[src/hw/rtl/irpd_pkg.sv]
// shared types, constants and helpers of the ir pulse width frame decoder
`default_nettype none

package irpd_pkg;

  // depth of the aeha word store and width of the saturating word counter
  localparam int unsigned MAX_WORDS = 8;
  localparam int unsigned WC_W      = $clog2(MAX_WORDS + 1);

  // field widths
  localparam int unsigned PW_W    = 16;
  localparam int unsigned WORD_W  = 32;
  localparam int unsigned IDX_W   = 3;
  localparam int unsigned KIND_W  = 2;
  localparam int unsigned BPOS_W  = 6;
  localparam int unsigned CIDX_W  = 4;
  localparam int unsigned OUT_DW  = 40;
  localparam int unsigned OUT_UW  = 3;

  // configuration register indexes
  localparam logic [CIDX_W-1:0] REG_AEHA_LEADER_LIMIT = 4'd0;
  localparam logic [CIDX_W-1:0] REG_NEC_LEADER_LIMIT  = 4'd1;
  localparam logic [CIDX_W-1:0] REG_REPEAT_WIDTH      = 4'd2;
  localparam logic [CIDX_W-1:0] REG_REPEAT_WINDOW     = 4'd3;
  localparam logic [CIDX_W-1:0] REG_NEC_TURN          = 4'd4;
  localparam logic [CIDX_W-1:0] REG_NEC_HIGH          = 4'd5;
  localparam logic [CIDX_W-1:0] REG_AEHA_TURN         = 4'd6;
  localparam logic [CIDX_W-1:0] REG_AEHA_HIGH         = 4'd7;

  // result kinds
  typedef enum logic [KIND_W-1:0] {
    KIND_NEC     = 2'd0,
    KIND_REPEAT  = 2'd1,
    KIND_AEHA    = 2'd2,
    KIND_UNKNOWN = 2'd3
  } kind_t;

  // frame decode phase
  typedef enum logic [1:0] {
    PH_IDLE   = 2'd0,
    PH_LEADER = 2'd1,
    PH_DATA   = 2'd2
  } phase_t;

  // thresholds handed from the register bank to the decoder
  typedef struct packed {
    logic [PW_W-1:0] aeha_leader_limit;
    logic [PW_W-1:0] nec_leader_limit;
    logic [PW_W-1:0] repeat_width;
    logic [PW_W-1:0] repeat_window;
    logic [PW_W-1:0] nec_turn;
    logic [PW_W-1:0] nec_high;
    logic [PW_W-1:0] aeha_turn;
    logic [PW_W-1:0] aeha_high;
  } cfg_t;

  // output byte order
  function automatic logic [WORD_W-1:0] swap_bytes(input logic [WORD_W-1:0] v);
    swap_bytes = {v[7:0], v[15:8], v[23:16], v[31:24]};
  endfunction

endpackage

`default_nettype wire

[src/hw/rtl/irpd_cfg_regs.sv]
// threshold register bank of the ir pulse width frame decoder
`default_nettype none

module irpd_cfg_regs (
  input  wire logic                        clk,
  input  wire logic                        rst_n,
  input  wire logic                        cfg_valid,
  output logic                             cfg_ready,
  input  wire logic [irpd_pkg::CIDX_W-1:0] cfg_index,
  input  wire logic [irpd_pkg::PW_W-1:0]   cfg_data,
  output irpd_pkg::cfg_t                   cfg_o
);

  irpd_pkg::cfg_t regs_r;
  irpd_pkg::cfg_t regs_nxt;

  // writes are always taken
  assign cfg_ready = 1'b1;
  assign cfg_o     = regs_r;

  // decode the register index, indexes beyond the bank are ignored
  always_comb begin
    regs_nxt = regs_r;
    if (cfg_valid) begin
      case (cfg_index)
        irpd_pkg::REG_AEHA_LEADER_LIMIT: regs_nxt.aeha_leader_limit = cfg_data;
        irpd_pkg::REG_NEC_LEADER_LIMIT:  regs_nxt.nec_leader_limit  = cfg_data;
        irpd_pkg::REG_REPEAT_WIDTH:      regs_nxt.repeat_width      = cfg_data;
        irpd_pkg::REG_REPEAT_WINDOW:     regs_nxt.repeat_window     = cfg_data;
        irpd_pkg::REG_NEC_TURN:          regs_nxt.nec_turn          = cfg_data;
        irpd_pkg::REG_NEC_HIGH:          regs_nxt.nec_high          = cfg_data;
        irpd_pkg::REG_AEHA_TURN:         regs_nxt.aeha_turn         = cfg_data;
        irpd_pkg::REG_AEHA_HIGH:         regs_nxt.aeha_high         = cfg_data;
        default:                         regs_nxt                   = regs_r;
      endcase
    end
  end

  // register bank with nominal timing defaults
  always_ff @(posedge clk) begin
    if (!rst_n) begin
      regs_r.aeha_leader_limit <= 16'd1900;
      regs_r.nec_leader_limit  <= 16'd6500;
      regs_r.repeat_width      <= 16'd2250;
      regs_r.repeat_window     <= 16'd300;
      regs_r.nec_turn          <= 16'd200;
      regs_r.nec_high          <= 16'd1120;
      regs_r.aeha_turn         <= 16'd200;
      regs_r.aeha_high         <= 16'd850;
    end else begin
      regs_r <= regs_nxt;
    end
  end

endmodule

`default_nettype wire

[src/hw/rtl/ir_pulse_width_frame_decoder_core.sv]
// top level of the nec / aeha ir pulse width frame decoder
//
//  channel | dir | fields
//  --------+-----+---------------------------------------------------------
//  in_     | in  | tdata: pulse_width[15:0]; tuser: frame_start
//  out_    | out | tdata: word[31:0], word_index[34:32]; tuser: kind[1:0],
//          |     | overflow[2]; tlast: is_last
//  cfg_    | in  | cfg_index selects the threshold, cfg_data is its value
//
// one pulse width is taken per cycle while in_tready is high; a result shows on
// the out_ channel the cycle after the width that causes it, held in a single
// output register. in_tready drops only while that output register is full and
// not taken. rst_n is synchronous: it returns the decoder to idle and the
// thresholds to their nominal values. cfg_ready is always high.
`default_nettype none

module ir_pulse_width_frame_decoder_core (
  input  wire logic                        clk,
  input  wire logic                        rst_n,
  // pulse width stream
  input  wire logic                        in_tvalid,
  output logic                             in_tready,
  input  wire logic [15:0]                 in_tdata,   // pulse_width[15:0]
  input  wire logic                        in_tuser,   // frame_start
  // decoded word stream
  output logic                             out_tvalid,
  input  wire logic                        out_tready,
  output logic [irpd_pkg::OUT_DW-1:0]      out_tdata,  // word[31:0], word_index[34:32]
  output logic [irpd_pkg::OUT_UW-1:0]      out_tuser,  // kind[1:0], overflow[2]
  output logic                             out_tlast,
  // threshold writes
  input  wire logic                        cfg_valid,
  output logic                             cfg_ready,
  input  wire logic [irpd_pkg::CIDX_W-1:0] cfg_index,
  input  wire logic [irpd_pkg::PW_W-1:0]   cfg_data
);

  irpd_pkg::cfg_t cfg;

  irpd_cfg_regs u_cfg (
    .clk       (clk),
    .rst_n     (rst_n),
    .cfg_valid (cfg_valid),
    .cfg_ready (cfg_ready),
    .cfg_index (cfg_index),
    .cfg_data  (cfg_data),
    .cfg_o     (cfg)
  );

  // frame state
  irpd_pkg::phase_t                   phase_r, phase_nxt;
  logic                               is_aeha_r, is_aeha_nxt;
  logic [irpd_pkg::WORD_W-1:0]        acc_r, acc_nxt;
  logic [irpd_pkg::BPOS_W-1:0]        bpos_r, bpos_nxt;
  logic [irpd_pkg::WC_W-1:0]          wc_r, wc_nxt;
  logic                               dropped_r, dropped_nxt;

  // output register
  logic                               out_valid_r, out_valid_nxt;
  logic [irpd_pkg::WORD_W-1:0]        word_r, word_nxt;
  logic [irpd_pkg::IDX_W-1:0]         idx_r, idx_nxt;
  irpd_pkg::kind_t                    kind_r, kind_nxt;
  logic                               last_r, last_nxt;
  logic                               ovf_r, ovf_nxt;

  logic                               in_xfer;
  logic                               emit;
  logic [irpd_pkg::PW_W-1:0]          w;
  logic [irpd_pkg::PW_W-1:0]          rep_diff;
  logic [irpd_pkg::WORD_W-1:0]        acc_set;
  logic [irpd_pkg::BPOS_W-1:0]        bpos_inc;

  assign in_tready = !out_valid_r || out_tready;
  assign in_xfer   = in_tvalid && in_tready;
  assign w         = in_tdata;
  assign rep_diff  = w - cfg.repeat_width;
  assign bpos_inc  = bpos_r + 6'd1;

  // accumulator with the current bit position set by the width
  always_comb begin
    acc_set = acc_r;
    if (is_aeha_r) begin
      if (w > cfg.aeha_high) acc_set[bpos_r[4:0]] = 1'b1;
    end else begin
      if (w > cfg.nec_high) acc_set[bpos_r[4:0]] = 1'b1;
    end
  end

  // one decode step per transfer
  always_comb begin
    phase_nxt   = phase_r;
    is_aeha_nxt = is_aeha_r;
    acc_nxt     = acc_r;
    bpos_nxt    = bpos_r;
    wc_nxt      = wc_r;
    dropped_nxt = dropped_r;
    emit        = 1'b0;
    word_nxt    = '0;
    idx_nxt     = '0;
    kind_nxt    = irpd_pkg::KIND_NEC;
    last_nxt    = 1'b1;
    ovf_nxt     = 1'b0;
    if (in_tuser) begin
      // frame start drops anything in progress
      phase_nxt   = irpd_pkg::PH_LEADER;
      is_aeha_nxt = 1'b0;
      acc_nxt     = '0;
      bpos_nxt    = '0;
      wc_nxt      = '0;
      dropped_nxt = 1'b0;
    end else begin
      case (phase_r)
        irpd_pkg::PH_LEADER: begin
          if (w < cfg.aeha_leader_limit) begin
            is_aeha_nxt = 1'b1;
            phase_nxt   = irpd_pkg::PH_DATA;
          end else if (w < cfg.nec_leader_limit) begin
            if (w >= cfg.repeat_width && rep_diff < cfg.repeat_window) begin
              phase_nxt = irpd_pkg::PH_IDLE;
              emit      = 1'b1;
              word_nxt  = '1;
              kind_nxt  = irpd_pkg::KIND_REPEAT;
            end else begin
              is_aeha_nxt = 1'b0;
              phase_nxt   = irpd_pkg::PH_DATA;
            end
          end else begin
            phase_nxt = irpd_pkg::PH_IDLE;
            emit      = 1'b1;
            kind_nxt  = irpd_pkg::KIND_UNKNOWN;
          end
        end
        irpd_pkg::PH_DATA: begin
          if (!is_aeha_r) begin
            // nec: keep the first 32 bits only
            if (w <= cfg.nec_turn) begin
              phase_nxt = irpd_pkg::PH_IDLE;
              emit      = 1'b1;
              word_nxt  = irpd_pkg::swap_bytes(acc_r);
              kind_nxt  = irpd_pkg::KIND_NEC;
            end else if (!bpos_r[5]) begin
              acc_nxt  = acc_set;
              bpos_nxt = bpos_inc;
            end
          end else if (w <= cfg.aeha_turn) begin
            // aeha end of frame, end marker when past the store depth
            phase_nxt = irpd_pkg::PH_IDLE;
            emit      = 1'b1;
            kind_nxt  = irpd_pkg::KIND_AEHA;
            if (wc_r < irpd_pkg::WC_W'(irpd_pkg::MAX_WORDS)) begin
              word_nxt = irpd_pkg::swap_bytes(acc_r);
              idx_nxt  = irpd_pkg::IDX_W'(wc_r);
              ovf_nxt  = dropped_r;
            end else begin
              dropped_nxt = 1'b1;
              idx_nxt     = irpd_pkg::IDX_W'(irpd_pkg::MAX_WORDS - 1);
              ovf_nxt     = 1'b1;
            end
          end else begin
            // aeha data bit, a full word goes out at once
            acc_nxt  = acc_set;
            bpos_nxt = bpos_inc;
            if (bpos_inc[5]) begin
              acc_nxt  = '0;
              bpos_nxt = '0;
              if (wc_r < irpd_pkg::WC_W'(irpd_pkg::MAX_WORDS)) begin
                wc_nxt   = wc_r + irpd_pkg::WC_W'(1);
                emit     = 1'b1;
                word_nxt = irpd_pkg::swap_bytes(acc_set);
                idx_nxt  = irpd_pkg::IDX_W'(wc_r);
                kind_nxt = irpd_pkg::KIND_AEHA;
                last_nxt = 1'b0;
                ovf_nxt  = dropped_r;
              end else begin
                dropped_nxt = 1'b1;
              end
            end
          end
        end
        default: begin
          phase_nxt = phase_r;
        end
      endcase
    end
  end

  // output register valid follows the transfer that fills it
  always_comb begin
    out_valid_nxt = out_valid_r;
    if (in_xfer) begin
      out_valid_nxt = emit;
    end else if (out_tready) begin
      out_valid_nxt = 1'b0;
    end
  end

  // control state
  always_ff @(posedge clk) begin
    if (!rst_n) begin
      phase_r     <= irpd_pkg::PH_IDLE;
      is_aeha_r   <= 1'b0;
      acc_r       <= '0;
      bpos_r      <= '0;
      wc_r        <= '0;
      dropped_r   <= 1'b0;
      out_valid_r <= 1'b0;
    end else begin
      out_valid_r <= out_valid_nxt;
      if (in_xfer) begin
        phase_r   <= phase_nxt;
        is_aeha_r <= is_aeha_nxt;
        acc_r     <= acc_nxt;
        bpos_r    <= bpos_nxt;
        wc_r      <= wc_nxt;
        dropped_r <= dropped_nxt;
      end
    end
  end

  // result payload
  always_ff @(posedge clk) begin
    if (in_xfer && emit) begin
      word_r <= word_nxt;
      idx_r  <= idx_nxt;
      kind_r <= kind_nxt;
      last_r <= last_nxt;
      ovf_r  <= ovf_nxt;
    end
  end

  assign out_tvalid = out_valid_r;
  assign out_tdata  = {5'd0, idx_r, word_r};
  assign out_tuser  = {ovf_r, kind_r};
  assign out_tlast  = last_r;

  // a repeat result is an all-ones single word frame
  a_repeat_word: assert property (@(posedge clk) disable iff (!rst_n)
    out_valid_r && kind_r == irpd_pkg::KIND_REPEAT
      |-> word_r == '1 && last_r && idx_r == '0 && !ovf_r)
    else $error("repeat result malformed");

  // an unrecognized leader gives a zero word end marker
  a_unknown_word: assert property (@(posedge clk) disable iff (!rst_n)
    out_valid_r && kind_r == irpd_pkg::KIND_UNKNOWN
      |-> word_r == '0 && last_r && !ovf_r)
    else $error("unrecognized result malformed");

  // nec data is always the last and only word of its frame
  a_nec_single: assert property (@(posedge clk) disable iff (!rst_n)
    out_valid_r && kind_r == irpd_pkg::KIND_NEC |-> last_r && idx_r == '0 && !ovf_r)
    else $error("nec result malformed");

  // input stalls only behind a waiting result
  a_stall_cause: assert property (@(posedge clk) disable iff (!rst_n)
    !in_tready |-> out_valid_r && !out_tready)
    else $error("input stalled without output back pressure");

  // word counter never runs past the store depth
  a_wc_bound: assert property (@(posedge clk) disable iff (!rst_n)
    wc_r <= irpd_pkg::WC_W'(irpd_pkg::MAX_WORDS))
    else $error("word counter past store depth");

endmodule

`default_nettype wire

[config.mk]
export PLATFORM = sky130hd
export DESIGN_NAME = ir_pulse_width_frame_decoder_core
export DESIGN_NICKNAME = d
export VERILOG_FILES = /design/src/hw/rtl/irpd_pkg.sv /design/src/hw/rtl/irpd_cfg_regs.sv /design/src/hw/rtl/ir_pulse_width_frame_decoder_core.sv
export SDC_FILE = /design/constraint.sdc
export NUM_CORES = 1
export LEC_CHECK = 0
export BUFFER_PORTS_ARGS = -buffer_cell sky130_fd_sc_hd__buf_2
export CAP_MARGIN = 20
export CORE_UTILIZATION = 54
export DETAILED_ROUTE_END_ITERATION = 16
export PLACE_DENSITY_LB_ADDON = 0.12
export SYNTH_ARGS = -nofsm -noshare
export SYNTH_HDL_FRONTEND = slang
export SYNTH_SLANG_ARGS = --single-unit
[constraint.sdc]
create_clock -name clk -period 6.7 [get_ports clk]
set_input_delay 0.335 -clock clk [delete_from_list [all_inputs] [get_ports clk]]
set_output_delay 0.335 -clock clk [all_outputs]
set_load 0.01 [all_outputs]
==> impl_results.md <==
* CTS clk-pin slew, worst paths at 0.06 ns
* Crit path cell chain: ha_1 -> fa_1 -> nand2b_1 -> a21o_1 -> a21oi_1 -> nor2b_1 -> nor2_1 -> xnor2_1 -> ha_1 -> a21o_1 -> a21oi_1 -> nor2_1 -> a2111oi_0 -> o31a_1 -> nand2_1 -> or3_1 -> o311ai_1
* DRT Wirelength at 29900 um
* TritonCTS clock tree: built
* First-pass GRT wire length at 48100 um
* Fin. Hold Viols at 0
* Final setup viols at 0
* Yosys warning total at 0
* # nets final at around 1600
* Filler cells at 1933
* DR WL/cell at 17.0 um
* CP Class: reg -> reg
* Routability cong. at around 0.87
* CP Capture Type: register
* TritonCTS Buffers at 23
* Max stage delay on crit path at around 0.77 ns
* Placed cells at approximately 1700
* Core area at 21200 um^2
* I/O pin count at 89
* R2R depth at 17
* Slew Limit Fails at 0
* GR Overflow Total at 0
* RSZ-0062 raised after global routing: false
* Flops & latches, synth at 214
* Syn avg cell area at around 8.3 um^2
* Status: completed
* Num rows at 53
* Vias per cell at 5.59
* DRT iter0 DRCs at 473
* Final WS setup at 2.10 ns
* Synthesis-to-finish area growth at 10.2%
* Cells after Synth at between 1000 and 1500
* Port Buffers at between 80 and 90
* Worst slack at placement at 1.44 ns
* Dominant synthesized flop cell: dfxtp_1
* CTS Hold Bufs at 0
* Die Y at 150 um
* Die W at between 100 and 150 um
* Tcrit/Tclk final at 68.7%
* LEAKAGE at 5.15 nW
* Synthesized area at 11800 um^2
* ANT nets after route at 0
* Clock buffer depth at 3
* Final setup skew at between 0.01 and 0.015 ns
* Drt pass-1 iters at 5
* Yosys cell types at 68
* Slew @ Worst Pin at 1.20 ns
* EDFF count, synth at 39
* Shortest period the worst path allows at about 4.6 ns
* Clock Sinks at between 200 and 250
* Setup TNS at 0 ns
* Critical Path Fanout Max at 31
* Max-cap viol count at 0
* CTS root buf: clkbuf_16
* Vias in the first global route at 9063
* Die area at approximately 22000 um^2
* HP Class: in -> reg
* Via count at 9826
* CP required at ~7 ns
* Worst EP arrival at 4.91 ns
* Layout Cells excl Fill at 1759
* Largest net degree at the start of global routing at between 90 and 100
* Buffer count from post-CTS setup fixing at 0
* Fmax at 217 MHz
* All-Layer GR Usage at 27.4%
* Pwr/cell area at 218 nW/um^2
* Worst ir drop on vdd at 169 uV
* H-tree depth at 1
* Post-cts sizing count at 0
* Slew HR at between 15 and 20%
* Dpl hpwl at 21000 um
* Final Total Pwr at 0.00283 W
* Hold Path Stages at 3
* Startpoint types: register
* Seq/Total Area, Yosys at 39.6%
* Initial antenna violation count at 3
* Share of cells above drive strength 1 at 10.2%
* Clock latency on the worst-skew pair at between 0.5 and 0.6 ns
* DRC at 0
* Slowest cell on crit path: or3_1
* Async SR Flop Fraction at 0%
* Initial Util at 55.6%
-- per-stage QoR --
stage / util [%] / cell area, um^2 / hold WS [ns]
floorplan: - / 11800 / 0.426
finish: 61.3 / 13000 / 0.150
CTS: 61.1 / 13000 / 0.133
detailed placement: 57.7 / 12300 / 0.447
global route: 61.3 / 13000 / 0.154
global placement: 57.7 / 12200 / 0.442
-- layout by cell type (no fill, tap or decap), types with 22 or more instances in the layout --
master	instances
a21oi_1	191
a22oi_1	26
buf_2	82
clkbuf_16	23
dfxtp_1	175
edfxtp_1	39
ha_1	133
inv_1	146
nand2_1	292
nand4_1	23
nor2_1	71
o211ai_1	44
o21ai_0	22
-- sequential cells by signal, summed over array words and instances, names as in the netlist --
name and flops:
acc_r 32, bpos_r 6, dropped_r 1, idx_r 3, is_aeha_r 1, kind_r 2
out_tlast 1, out_tvalid 1, ovf_r 1, phase_r 2, u_cfg.cfg_o 128, wc_r 4
word_r 32
-- worst paths after layout --
| path | endpoint | slack [ns] | start |
|---|---|---|---|
| worst max-delay path | word_r[19] | 2.10 | u_cfg.cfg_o[80] |
| worst min-delay path | out_tvalid | 0.15 | in_tvalid |
| worst max register to register | word_r[19] | 2.10 | u_cfg.cfg_o[80] |
| worst min register to register | u_cfg.cfg_o[93] | 0.45 | u_cfg.cfg_o[93] |
-- cell usage after synthesis, drive strengths merged (9+ instances only) --
master	n	share of area, %
nand3	16	0.72
nand3b	9	0.57
clkbuf	45	1.4
buf	32	1.9
dfxtp	175	30
a22oi	26	1.7
nand2b	12	0.64
xnor2	12	0.89
a21oi	193	8.2
o211ai	44	2.8
nand2	292	9.3
inv	147	4.7
edfxtp	39	9.9
nor3	13	0.81
o21ai	30	1.3
nand4	23	1.2
a21o	19	1.2
ha	133	14
nor2	71	2.3
-- per-layer routing --
metal,up-vias,GRT usage (%),share of wire [%]
li1,4968,-,-
met1,4518,36.6,44
met2,273,45.8,46
met3,63,3.75,6.3
met4,4,8.18,2.8
met5,-,0,0.084
-- worst max-delay path, delay by kind of cell (launching register included) --
kind / cells / cell delay [ns]
AND/OR/NAND/NOR: 6 / 1.35
AO/OA/AOI/OAI: 7 / 1.70
XOR/XNOR: 1 / 0.13
adder cells (fa/ha/maj): 3 / 0.91
flip-flops: 1 / 0.31
-- where the power goes --
part           leakage, nW  total [W]  switching, W  internal (W)
Sequential            1.74    0.00133    0.00000666       0.00132
Combinational         3.05   0.000298      0.000192      0.000106
Clock                0.363    0.00121      0.000513      0.000697
Total                 5.15    0.00283      0.000712       0.00212
-- logic make-up after synthesis --
logic type	count (synthesis)	synth area share (%)
adders and majority gates	134	14.3
DFF	214	39.6
muxes	1	0.0848
and+or+nand+nor	474	17.7
buffers and inverters	224	7.97
xor gates and xnor gates	15	1.11
AOI/OAI and AO/OA	362	19.2
other	2	0.0636
-- layout make-up --
class,instances,area [um^2],share of cell area [%]
Tap cell,275,344,2.65
Antenna cell,1,2.50,0.0192
Clock buffer,33,673,5.18
Timing Repair Buffer,89,483,3.71
Inverter,147,552,4.24
Multi-Input combinational cell,992,6230,47.9
Clock inverter,8,43.8,0.337
Sequential cell,214,4670,36.0
No activity file was read; power rests on OpenSTA's default activity.
